[src/rtl/fuc_pkg.sv]
`timescale 1ns / 1ps
// ----------------------------------------------------------------------------
// fuc_pkg
// Shared types, codes and the CRC-16 byte update for the frame unpacker
// with CRC-16 check.
// ----------------------------------------------------------------------------
package fuc_pkg;

    // Parse phase of the current frame.
    typedef enum logic [1:0] {
        PH_WAIT = 2'd0,
        PH_HEAD = 2'd1,
        PH_PAY  = 2'd2,
        PH_CRC  = 2'd3
    } phase_t;

    // Status codes carried in a status result.
    localparam logic [2:0] ST_OK       = 3'd0;
    localparam logic [2:0] ST_SHORT    = 3'd1;
    localparam logic [2:0] ST_BAD_SYNC = 3'd2;
    localparam logic [2:0] ST_TOO_LONG = 3'd3;
    localparam logic [2:0] ST_BAD_CRC  = 3'd4;

    // Result kinds.
    localparam logic KIND_PAYLOAD = 1'b0;
    localparam logic KIND_STATUS  = 1'b1;

    // Configuration register indexes.
    localparam logic [1:0] CFG_SYNC_PATTERN = 2'd0;
    localparam logic [1:0] CFG_MAX_PAYLOAD  = 2'd1;
    localparam logic [1:0] CFG_CRC_INIT     = 2'd2;

    // Configuration reset values.
    localparam logic [15:0] SYNC_PATTERN_RST = 16'hAA55;
    localparam logic [10:0] MAX_PAYLOAD_RST  = 11'd1024;
    localparam logic [15:0] CRC_INIT_RST     = 16'hFFFF;

    // Hard ceiling on the payload length, applied on top of the register.
    localparam logic [15:0] MAX_PAYLOAD = 16'd1024;

    // Number of header bytes minus one.
    localparam logic [10:0] HEAD_LAST_POS = 11'd5;

    // CRC-16 generator polynomial.
    localparam logic [15:0] CRC_POLY = 16'h1021;

    // Configuration register set.
    typedef struct packed {
        logic [15:0] sync_pattern;
        logic [10:0] max_payload_len;
        logic [15:0] crc_init;
    } cfg_t;

    // One result item.
    typedef struct packed {
        logic        kind;
        logic [7:0]  out_byte;
        logic [9:0]  payload_index;
        logic [2:0]  status;
        logic [7:0]  frame_seq;
        logic [7:0]  frame_opcode;
        logic [10:0] frame_length;
        logic [15:0] frame_crc;
    } res_t;

    // CRC-16 update by one byte, MSB first, no reflection.
    function automatic logic [15:0] crc16_step(input logic [15:0] crc_in,
                                               input logic [7:0]  data);
        logic [15:0] crc;
        crc = crc_in ^ {data, 8'h00};
        for (int i = 0; i < 8; i++) begin
            if (crc[15]) begin
                crc = {crc[14:0], 1'b0} ^ CRC_POLY;
            end else begin
                crc = {crc[14:0], 1'b0};
            end
        end
        return crc;
    endfunction

endpackage

[src/rtl/fuc_parser.sv]
`timescale 1ns / 1ps
// ----------------------------------------------------------------------------
// fuc_parser
// Frame parse state: header capture, header checks, payload pass-through,
// running CRC-16 and the final status decision, one byte per cycle while item_valid is high.
// ----------------------------------------------------------------------------
module fuc_parser (
    input  logic          aclk,
    input  logic          aresetn,
    input  logic          item_valid,
    input  logic [7:0]    in_byte,
    input  logic          first_byte,
    input  logic          last_byte,
    input  fuc_pkg::cfg_t cfg,
    output logic          res_valid,
    output fuc_pkg::res_t res
);
    import fuc_pkg::*;

    phase_t      phase_reg, phase_next;
    logic [10:0] pos_reg, pos_next;
    logic [15:0] sync_reg, sync_next;
    logic [7:0]  seq_reg, seq_next;
    logic [7:0]  opcode_reg, opcode_next;
    logic [15:0] len_reg, len_next;
    logic [15:0] crc_reg, crc_next;
    logic [7:0]  wire_hi_reg, wire_hi_next;

    phase_t      phase_v;
    logic [10:0] pos_v;
    logic [10:0] pos_inc;
    logic [15:0] crc_v;
    logic [15:0] crc_upd;
    logic [15:0] limit;
    logic [15:0] len_v;
    logic [15:0] rx_crc_word;
    logic        emit;
    logic [2:0]  emit_status;

    // Effective length limit: the smaller of the register and the ceiling.
    assign limit = ({5'd0, cfg.max_payload_len} > MAX_PAYLOAD) ? MAX_PAYLOAD
                                                               : {5'd0, cfg.max_payload_len};

    // Next state and result for the byte at the head of the pipeline.
    always_comb begin
        phase_v = phase_reg;
        pos_v   = pos_reg;
        crc_v   = crc_reg;
        if (first_byte) begin
            phase_v = PH_HEAD;
            pos_v   = '0;
            crc_v   = cfg.crc_init;
        end

        crc_upd      = crc16_step(crc_v, in_byte);
        pos_inc      = pos_v + 11'd1;
        len_v        = {len_reg[15:8], in_byte};
        rx_crc_word  = {wire_hi_reg, in_byte};

        phase_next   = phase_v;
        pos_next     = pos_v;
        crc_next     = crc_v;
        sync_next    = sync_reg;
        seq_next     = seq_reg;
        opcode_next  = opcode_reg;
        len_next     = len_reg;
        wire_hi_next = wire_hi_reg;
        emit         = 1'b0;
        emit_status  = ST_OK;
        res_valid    = 1'b0;
        res          = '0;

        unique case (phase_v)
            PH_HEAD: begin
                crc_next = crc_upd;
                unique case (pos_v[2:0])
                    3'd0:    sync_next   = {in_byte, 8'h00};
                    3'd1:    sync_next   = {sync_reg[15:8], in_byte};
                    3'd2:    seq_next    = in_byte;
                    3'd3:    opcode_next = in_byte;
                    3'd4:    len_next    = {in_byte, 8'h00};
                    default: len_next    = len_v;
                endcase
                if (pos_v < HEAD_LAST_POS) begin
                    pos_next = pos_inc;
                    if (last_byte) begin
                        emit        = 1'b1;
                        emit_status = ST_SHORT;
                    end
                end else begin
                    // Header checks in order: sync, length, completeness.
                    priority if (sync_reg != cfg.sync_pattern) begin
                        emit        = 1'b1;
                        emit_status = ST_BAD_SYNC;
                    end else if (len_v > limit) begin
                        emit        = 1'b1;
                        emit_status = ST_TOO_LONG;
                    end else if (last_byte) begin
                        emit        = 1'b1;
                        emit_status = ST_SHORT;
                    end else begin
                        pos_next   = '0;
                        phase_next = (len_v == 16'd0) ? PH_CRC : PH_PAY;
                    end
                end
            end
            PH_PAY: begin
                if (last_byte) begin
                    emit        = 1'b1;
                    emit_status = ST_SHORT;
                end else begin
                    crc_next          = crc_upd;
                    res_valid         = 1'b1;
                    res.kind          = KIND_PAYLOAD;
                    res.out_byte      = in_byte;
                    res.payload_index = pos_v[9:0];
                    if ({5'd0, pos_inc} >= len_reg) begin
                        pos_next   = '0;
                        phase_next = PH_CRC;
                    end else begin
                        pos_next = pos_inc;
                    end
                end
            end
            PH_CRC: begin
                if (pos_v == 11'd0) begin
                    wire_hi_next = in_byte;
                    pos_next     = 11'd1;
                    if (last_byte) begin
                        emit        = 1'b1;
                        emit_status = ST_SHORT;
                    end
                end else begin
                    emit        = 1'b1;
                    emit_status = (rx_crc_word == crc_v) ? ST_OK : ST_BAD_CRC;
                end
            end
            default: begin
                // Waiting for a first byte: nothing to do.
            end
        endcase

        // A status result closes the frame.
        if (emit) begin
            phase_next = PH_WAIT;
            res_valid  = 1'b1;
            res        = '0;
            res.kind   = KIND_STATUS;
            res.status = emit_status;
            if (emit_status == ST_OK) begin
                res.frame_seq    = seq_reg;
                res.frame_opcode = opcode_reg;
                res.frame_length = len_reg[10:0];
                res.frame_crc    = rx_crc_word;
            end
        end
    end

    // Control state.
    always_ff @(posedge aclk) begin
        if (!aresetn) begin
            phase_reg <= PH_WAIT;
            pos_reg   <= '0;
        end else if (item_valid) begin
            phase_reg <= phase_next;
            pos_reg   <= pos_next;
        end
    end

    // Header fields and CRC.
    always_ff @(posedge aclk) begin
        if (!aresetn) begin
            crc_reg <= CRC_INIT_RST;
        end else if (item_valid) begin
            crc_reg <= crc_next;
        end
    end

    always_ff @(posedge aclk) begin
        if (item_valid) begin
            sync_reg    <= sync_next;
            seq_reg     <= seq_next;
            opcode_reg  <= opcode_next;
            len_reg     <= len_next;
            wire_hi_reg <= wire_hi_next;
        end
    end

endmodule

[src/rtl/frame_unpacker_crc16_check.sv]
`timescale 1ns / 1ps
// ----------------------------------------------------------------------------
// frame_unpacker_crc16_check
// Deframer for sync/length framed packets with a CRC-16 trailer.
// ----------------------------------------------------------------------------
// Usage:
//   The s_ channel carries one received byte per transaction, with s_tuser
//   marking the first byte of a buffer and s_tlast its last byte. Each frame
//   is a six-byte big-endian header (sync, sequence, opcode, length), the
//   payload and a big-endian CRC-16 word.
//   The m_ channel returns payload bytes (m_tuser low) as they arrive and one
//   status transaction (m_tuser high) per frame. Payload bytes count only if
//   the frame's status is ok.
//   The cfg_ channel writes the sync pattern, the payload length limit and
//   the CRC start value; write it only while the block is idle.
//   Throughput is one byte per cycle unless the receiver stalls. A byte
//   passes an input register, then the parse logic with its one-byte CRC
//   update, then the result register, from which its result goes to m_.
//   When the receiver stalls, the result register holds its transaction and
//   one more byte waits in the input register before s_tready falls.
//   Reset clears both registers and returns the parser to waiting for a
//   first byte with the configuration at its default values.
// ----------------------------------------------------------------------------
module frame_unpacker_crc16_check (
    input  logic        aclk,
    input  logic        aresetn,
    // Input bytes.
    input  logic        s_tvalid,
    output logic        s_tready,
    input  logic [7:0]  s_tdata,   // [7:0] in_byte
    input  logic        s_tuser,   // [0] first_byte
    input  logic        s_tlast,   // last_byte
    // Results.
    output logic        m_tvalid,
    input  logic        m_tready,
    output logic [63:0] m_tdata,   // [7:0] out_byte, [17:8] payload_index,
                                   // [20:18] status, [28:21] frame_seq,
                                   // [36:29] frame_opcode, [47:37] frame_length,
                                   // [63:48] frame_crc
    output logic        m_tuser,   // [0] kind
    // Configuration writes.
    input  logic        cfg_valid,
    output logic        cfg_ready,
    input  logic [1:0]  cfg_index,
    input  logic [15:0] cfg_data
);
    import fuc_pkg::*;

    cfg_t        cfg_reg;
    logic        in_valid_reg;
    logic [7:0]  in_byte_reg;
    logic        in_first_reg;
    logic        in_last_reg;
    logic        m_valid_reg;
    res_t        m_data_reg;
    logic        out_free;
    logic        advance;
    logic        res_valid;
    res_t        res;

    // Configuration registers, always ready.
    assign cfg_ready = 1'b1;

    always_ff @(posedge aclk) begin
        if (!aresetn) begin
            cfg_reg.sync_pattern    <= SYNC_PATTERN_RST;
            cfg_reg.max_payload_len <= MAX_PAYLOAD_RST;
            cfg_reg.crc_init        <= CRC_INIT_RST;
        end else if (cfg_valid) begin
            unique case (cfg_index)
                CFG_SYNC_PATTERN: cfg_reg.sync_pattern    <= cfg_data;
                CFG_MAX_PAYLOAD:  cfg_reg.max_payload_len <= cfg_data[10:0];
                CFG_CRC_INIT:     cfg_reg.crc_init        <= cfg_data;
                default: begin
                    // Unused index: the write is dropped.
                end
            endcase
        end
    end

    // Pipeline flow: the input stage moves on whenever the result slot is free.
    assign out_free = !m_valid_reg || m_tready;
    assign advance  = in_valid_reg && out_free;
    assign s_tready = !in_valid_reg || out_free;

    // Input register.
    always_ff @(posedge aclk) begin
        if (!aresetn) begin
            in_valid_reg <= 1'b0;
        end else if (s_tready) begin
            in_valid_reg <= s_tvalid;
        end
    end

    always_ff @(posedge aclk) begin
        if (s_tvalid && s_tready) begin
            in_byte_reg  <= s_tdata;
            in_first_reg <= s_tuser;
            in_last_reg  <= s_tlast;
        end
    end

    // Parser.
    fuc_parser u_parser (
        .aclk       (aclk),
        .aresetn    (aresetn),
        .item_valid (advance),
        .in_byte    (in_byte_reg),
        .first_byte (in_first_reg),
        .last_byte  (in_last_reg),
        .cfg        (cfg_reg),
        .res_valid  (res_valid),
        .res        (res)
    );

    // Result register.
    always_ff @(posedge aclk) begin
        if (!aresetn) begin
            m_valid_reg <= 1'b0;
        end else if (advance) begin
            m_valid_reg <= res_valid;
        end else if (m_tready) begin
            m_valid_reg <= 1'b0;
        end
    end

    always_ff @(posedge aclk) begin
        if (advance && res_valid) begin
            m_data_reg <= res;
        end
    end

    assign m_tvalid = m_valid_reg;
    assign m_tuser  = m_data_reg.kind;
    assign m_tdata  = {m_data_reg.frame_crc, m_data_reg.frame_length,
                       m_data_reg.frame_opcode, m_data_reg.frame_seq,
                       m_data_reg.status, m_data_reg.payload_index,
                       m_data_reg.out_byte};

    // A payload transaction always carries the ok code.
    a_payload_status_ok: assert property (@(posedge aclk) disable iff (!aresetn)
        (m_valid_reg && m_data_reg.kind == KIND_PAYLOAD) |-> m_data_reg.status == ST_OK)
        else $error("payload result with non-ok status");

    // A failed frame reports no header fields.
    a_fail_fields_zero: assert property (@(posedge aclk) disable iff (!aresetn)
        (m_valid_reg && m_data_reg.kind == KIND_STATUS && m_data_reg.status != ST_OK)
        |-> (m_data_reg.frame_seq == 8'd0 && m_data_reg.frame_crc == 16'd0
             && m_data_reg.frame_length == 11'd0))
        else $error("header fields set on a failed frame");

    // A stalled result with a byte waiting must hold off the sender.
    a_backpressure: assert property (@(posedge aclk) disable iff (!aresetn)
        (in_valid_reg && m_valid_reg && !m_tready) |-> !s_tready)
        else $error("input accepted while both stages are full");

    // Status codes stay within the defined set.
    a_status_range: assert property (@(posedge aclk) disable iff (!aresetn)
        (advance && res_valid) |-> (res.status == ST_OK || res.status == ST_SHORT
            || res.status == ST_BAD_SYNC || res.status == ST_TOO_LONG
            || res.status == ST_BAD_CRC))
        else $error("undefined status code");

endmodule

[config.mk]
export PLATFORM = sky130hd
export DESIGN_NAME = frame_unpacker_crc16_check
export DESIGN_NICKNAME = d
export VERILOG_FILES = /design/src/rtl/fuc_pkg.sv /design/src/rtl/fuc_parser.sv /design/src/rtl/frame_unpacker_crc16_check.sv
export SDC_FILE = /design/constraint.sdc
export NUM_CORES = 1
export LEC_CHECK = 0
export BUFFER_PORTS_ARGS = -buffer_cell sky130_fd_sc_hd__buf_4
export CAP_MARGIN = 20
export CORE_ASPECT_RATIO = 0.5
export CORE_MARGIN = 5
export CORE_UTILIZATION = 53
export CTS_CLUSTER_SIZE = 40
export DETAILED_ROUTE_END_ITERATION = 12
export PLACE_DENSITY = 0.84
export SLEW_MARGIN = 20
export SYNTH_ARGS = -nofsm -noshare
export SYNTH_HDL_FRONTEND = slang
export SYNTH_SLANG_ARGS = --single-unit
export TNS_END_PERCENT = 100
[constraint.sdc]
create_clock -name aclk -period 10.4 [get_ports aclk]
set_clock_uncertainty 0.1 [all_clocks]
set_input_delay 1.04 -clock aclk [delete_from_list [all_inputs] [get_ports aclk]]
set_output_delay 1.04 -clock aclk [all_outputs]
set_load 0.02 [all_outputs]
==> summary.md <==
| Metric | Value |
|---|---|
| Status | `completed` |
| Starting density of the core | `0.5476` |
| Total gr overflow | `0` |
| Final hold vios | `0` |
| Post-route ant nets | `0` |
| Gr usage total | `0.2311` |
| DP HPWL | `roughly 17 mm` |
| Top_reg_cell synth | `edfxtp_1` |
| Fin util | `0.6320` |
| Ys Warns | `0` |
| CTS clock-pin slew for the worst setup and hold paths | `0.07 ns` |
| Power Total | `roughly 1800 µW` |
| Slew Limit Fails | `0` |
| FILL cells | `between 1k and 1.5k` |
| R2R setup slack | `5.83 ns` |
| Final std cells w/o fill | `between 1k and 1.5k` |
| Die width | `roughly 200 µm` |
| Number of global-route vias before repair | `7,108` |
| Post-CTS Resized | `0` |
| Crit-path max FO | `54` |
| Die area | `21,200 µm²` |
| P_leak | `~0.0042 µW` |
| HP Class | `register to register` |
| Layout cell share with drive strength beyond 1 | `0.1455` |
| Synth-to-Final Area Change | `15.42%` |
| CTS tree | `yes` |
| Final period utilization | `0.4398` |
| Measured slew at the worst slew-check pin | `0.9026 ns` |
| Vert. Die Dim | `105.5 µm` |
| GPL Wtd Cong | `0.9285` |
| N_diodes | `0` |
| CP Launch Type | `register` |
| CP max-delay cell | `a2111oi_0` |
| Largest net degree at the start of global routing | `66` |
| Final Setup Violations | `0` |
| Crit path arrival time | `around 4.9 ns` |
| Avg Synthesized Cell Area | `10.73 µm²` |
| Setup_tns | `0 ns` |
| Post-placement cell area | `10,540 µm²` |
| Number of synthesized flops with an enable pin | `131` |
| Pre-antenna DRT Iters | `5` |
| Vias | `7,235` |
| I/O Buffers | `99` |
| Max reg flops | `64` |
| CP endpoint kind | `register` |
| Synth cell types | `63` |
| Crit path required time | `10.74 ns` |
| CP Buf/Inv Count | `2` |
| CP cell instances | `buf_4, nor2b_1, inv_1, nor2_1, nand2_1, xnor2_1, nor2_1, ha_1, a211oi_1, nand2_1, a2111oi_0, o21a_1, nor2b_1, mux2i_1, a21oi_1` |
| Via/cell ratio | `5.911` |
| CTS Sinks | `a little over 200` |
| Number of hold buffers added after CTS | `0` |
| Top Ports | `101` |
| CTS Buf Count | `19` |
| Worst slew margin | `0.3971` |
| Top cell family by delay on the critical path | `compound AO/OA/AOI/OAI gates` |
| Crit-path max cell delay | `0.61 ns` |
| RSZ-0062 raised after global routing | `false` |
| Synth Instances | `901` |
| Max frequency | `218.6 MHz` |
| Final min period | `4.574 ns` |
| Pwr/cell area | `157.1 nW/µm²` |
| Final net count | `~1.0k` |
| Clock root cell | `clkbuf_16` |
| Placed Cells | `1,191` |
| Critical path class | `register to register` |
| Antenna violations before repair | `0` |
| Syn_nets | `965` |
| DR WL/cell | `20.37 µm` |
| Starting DRT DRC Count | `roughly 830` |
| Max IR drop VDD | `103.9 µV` |
| Post-CTS setup buffer count | `0` |
| Fraction of registers with async set/reset | `0` |
| Global-route wire length before repair | `39.52 mm` |
| Clk_lat worst skew | `0.50 ns` |
| CTS Buffer Depth | `3` |
| DR DRC count | `0` |
| Fin area | `11,160 µm²` |
| Row count | `34` |
| H-tree Lvls | `1` |
| Synth Cell Area | `9667 µm²` |
| #FFs+latches synth | `205` |
| # Max-Cap Violations | `0` |
| Detailed Route WL | `24.93 mm` |
| Floorplan core area | `about 18,000 µm²` |
| Sequential area share after synthesis | `0.5602` |
==> kinds of logic after synthesis <==
| family | count (synthesis) | synth area share |
|---|---|---|
| AOI/OAI and AO/OA | 135 | 0.09229 |
| xor gates and xnor gates | 67 | 0.06070 |
| adders and majority gates | 31 | 0.04012 |
| buffers and inverters | 84 | 0.03676 |
| DFF | 205 | 0.5602 |
| muxes | 27 | 0.02809 |
| other | 1 | 0.0003879 |
| and+or+nand+nor | 351 | 0.1815 |
==> stage by stage <==
stage	worst slack, ns	hold slack (ns)
2_1_floorplan	4.204	0.3349
3_5_place_dp	5.942	0.3565
6_report	5.826	0.3716
4_1_cts	5.933	0.3693
5_1_grt	5.448	0.3880
3_3_place_gp	6.046	0.3505
==> synthesized netlist by cell type (5+ instances only) <==
cell | count | area share
edfxtp_1 | 131 | 0.41
nand2_1 | 116 | 0.045
dfxtp_1 | 74 | 0.15
and2_1 | 61 | 0.039
xnor2_1 | 61 | 0.055
nor2_1 | 54 | 0.021
o21ai_0 | 40 | 0.021
nand3_1 | 36 | 0.019
inv_1 | 33 | 0.013
a21oi_1 | 32 | 0.017
clkbuf_1 | 32 | 0.012
ha_1 | 31 | 0.040
and3_1 | 26 | 0.017
mux2i_1 | 26 | 0.027
nand4_1 | 12 | 0.0078
nor3_1 | 9 | 0.0047
o221ai_1 | 9 | 0.0082
a211oi_1 | 8 | 0.0062
buf_1 | 8 | 0.0031
nor2b_1 | 8 | 0.0052
nor4_1 | 8 | 0.0052
o211ai_1 | 6 | 0.0047
xor2_1 | 6 | 0.0054
buf_2 | 5 | 0.0026
nor3b_1 | 5 | 0.0039
==> report_power, final <==
part / switching (µW) / total [µW] / internal (µW)
Clock: 297 / 706 / 410
Combinational: 83.5 / 143 / 59.7
Sequential: 22.2 / 903 / 881
==> final timing paths <==
path	endpoint	cells after the start	from
max	u_parser.pos_reg[5]	15	in_first_reg
max reg2reg	u_parser.pos_reg[5]	15	in_first_reg
min	cfg_reg[6]	2	cfg_reg[6]
min reg2reg	cfg_reg[6]	2	cfg_reg[6]
==> metal layers <==
metal,track usage,vias to the layer above,share of wire
met5,0,-,0
met4,0.05937,0,0.027
met3,0.04971,63,0.098
met2,0.3741,358,0.45
met1,0.3209,3468,0.43
li1,-,3346,-
==> worst min-delay path, delay by kind of cell, from the launching register on <==
kind	cells	cell delay (ns)
flops	1	0.31
simple gates	2	0.11
==> cell usage in the layout, fill, tap and decap left out, drive strengths merged, types with 5 or more instances in the layout <==
master	instances
edfxtp	131
nand2	116
buf	106
dfxtp	74
xnor2	61
and2	61
nor2	54
o21ai	41
nand3	36
inv	34
a21oi	33
ha	31
and3	26
mux2i	26
clkbuf	21
nand4	12
nor3	9
o221ai	9
nor4	9
a211oi	9
nor2b	8
clkinv	8
o211ai	6
xor2	6
nor3b	5
o21a	5
o31ai	5
==> cell type report <==
class | count | area (µm²) | share of cell area
Clock buffer | 21 | 483.0 | 0.04329
Inverter | 34 | 127.6 | 0.01144
Timing Repair Buffer | 106 | 795.8 | 0.07132
Sequential cell | 205 | 5415 | 0.4854
Multi-Input combinational cell | 612 | 3908 | 0.3502
Clock inverter | 12 | 135.1 | 0.01211
Tap cell | 234 | 292.8 | 0.02624
Power figures use the tool's default switching activity.
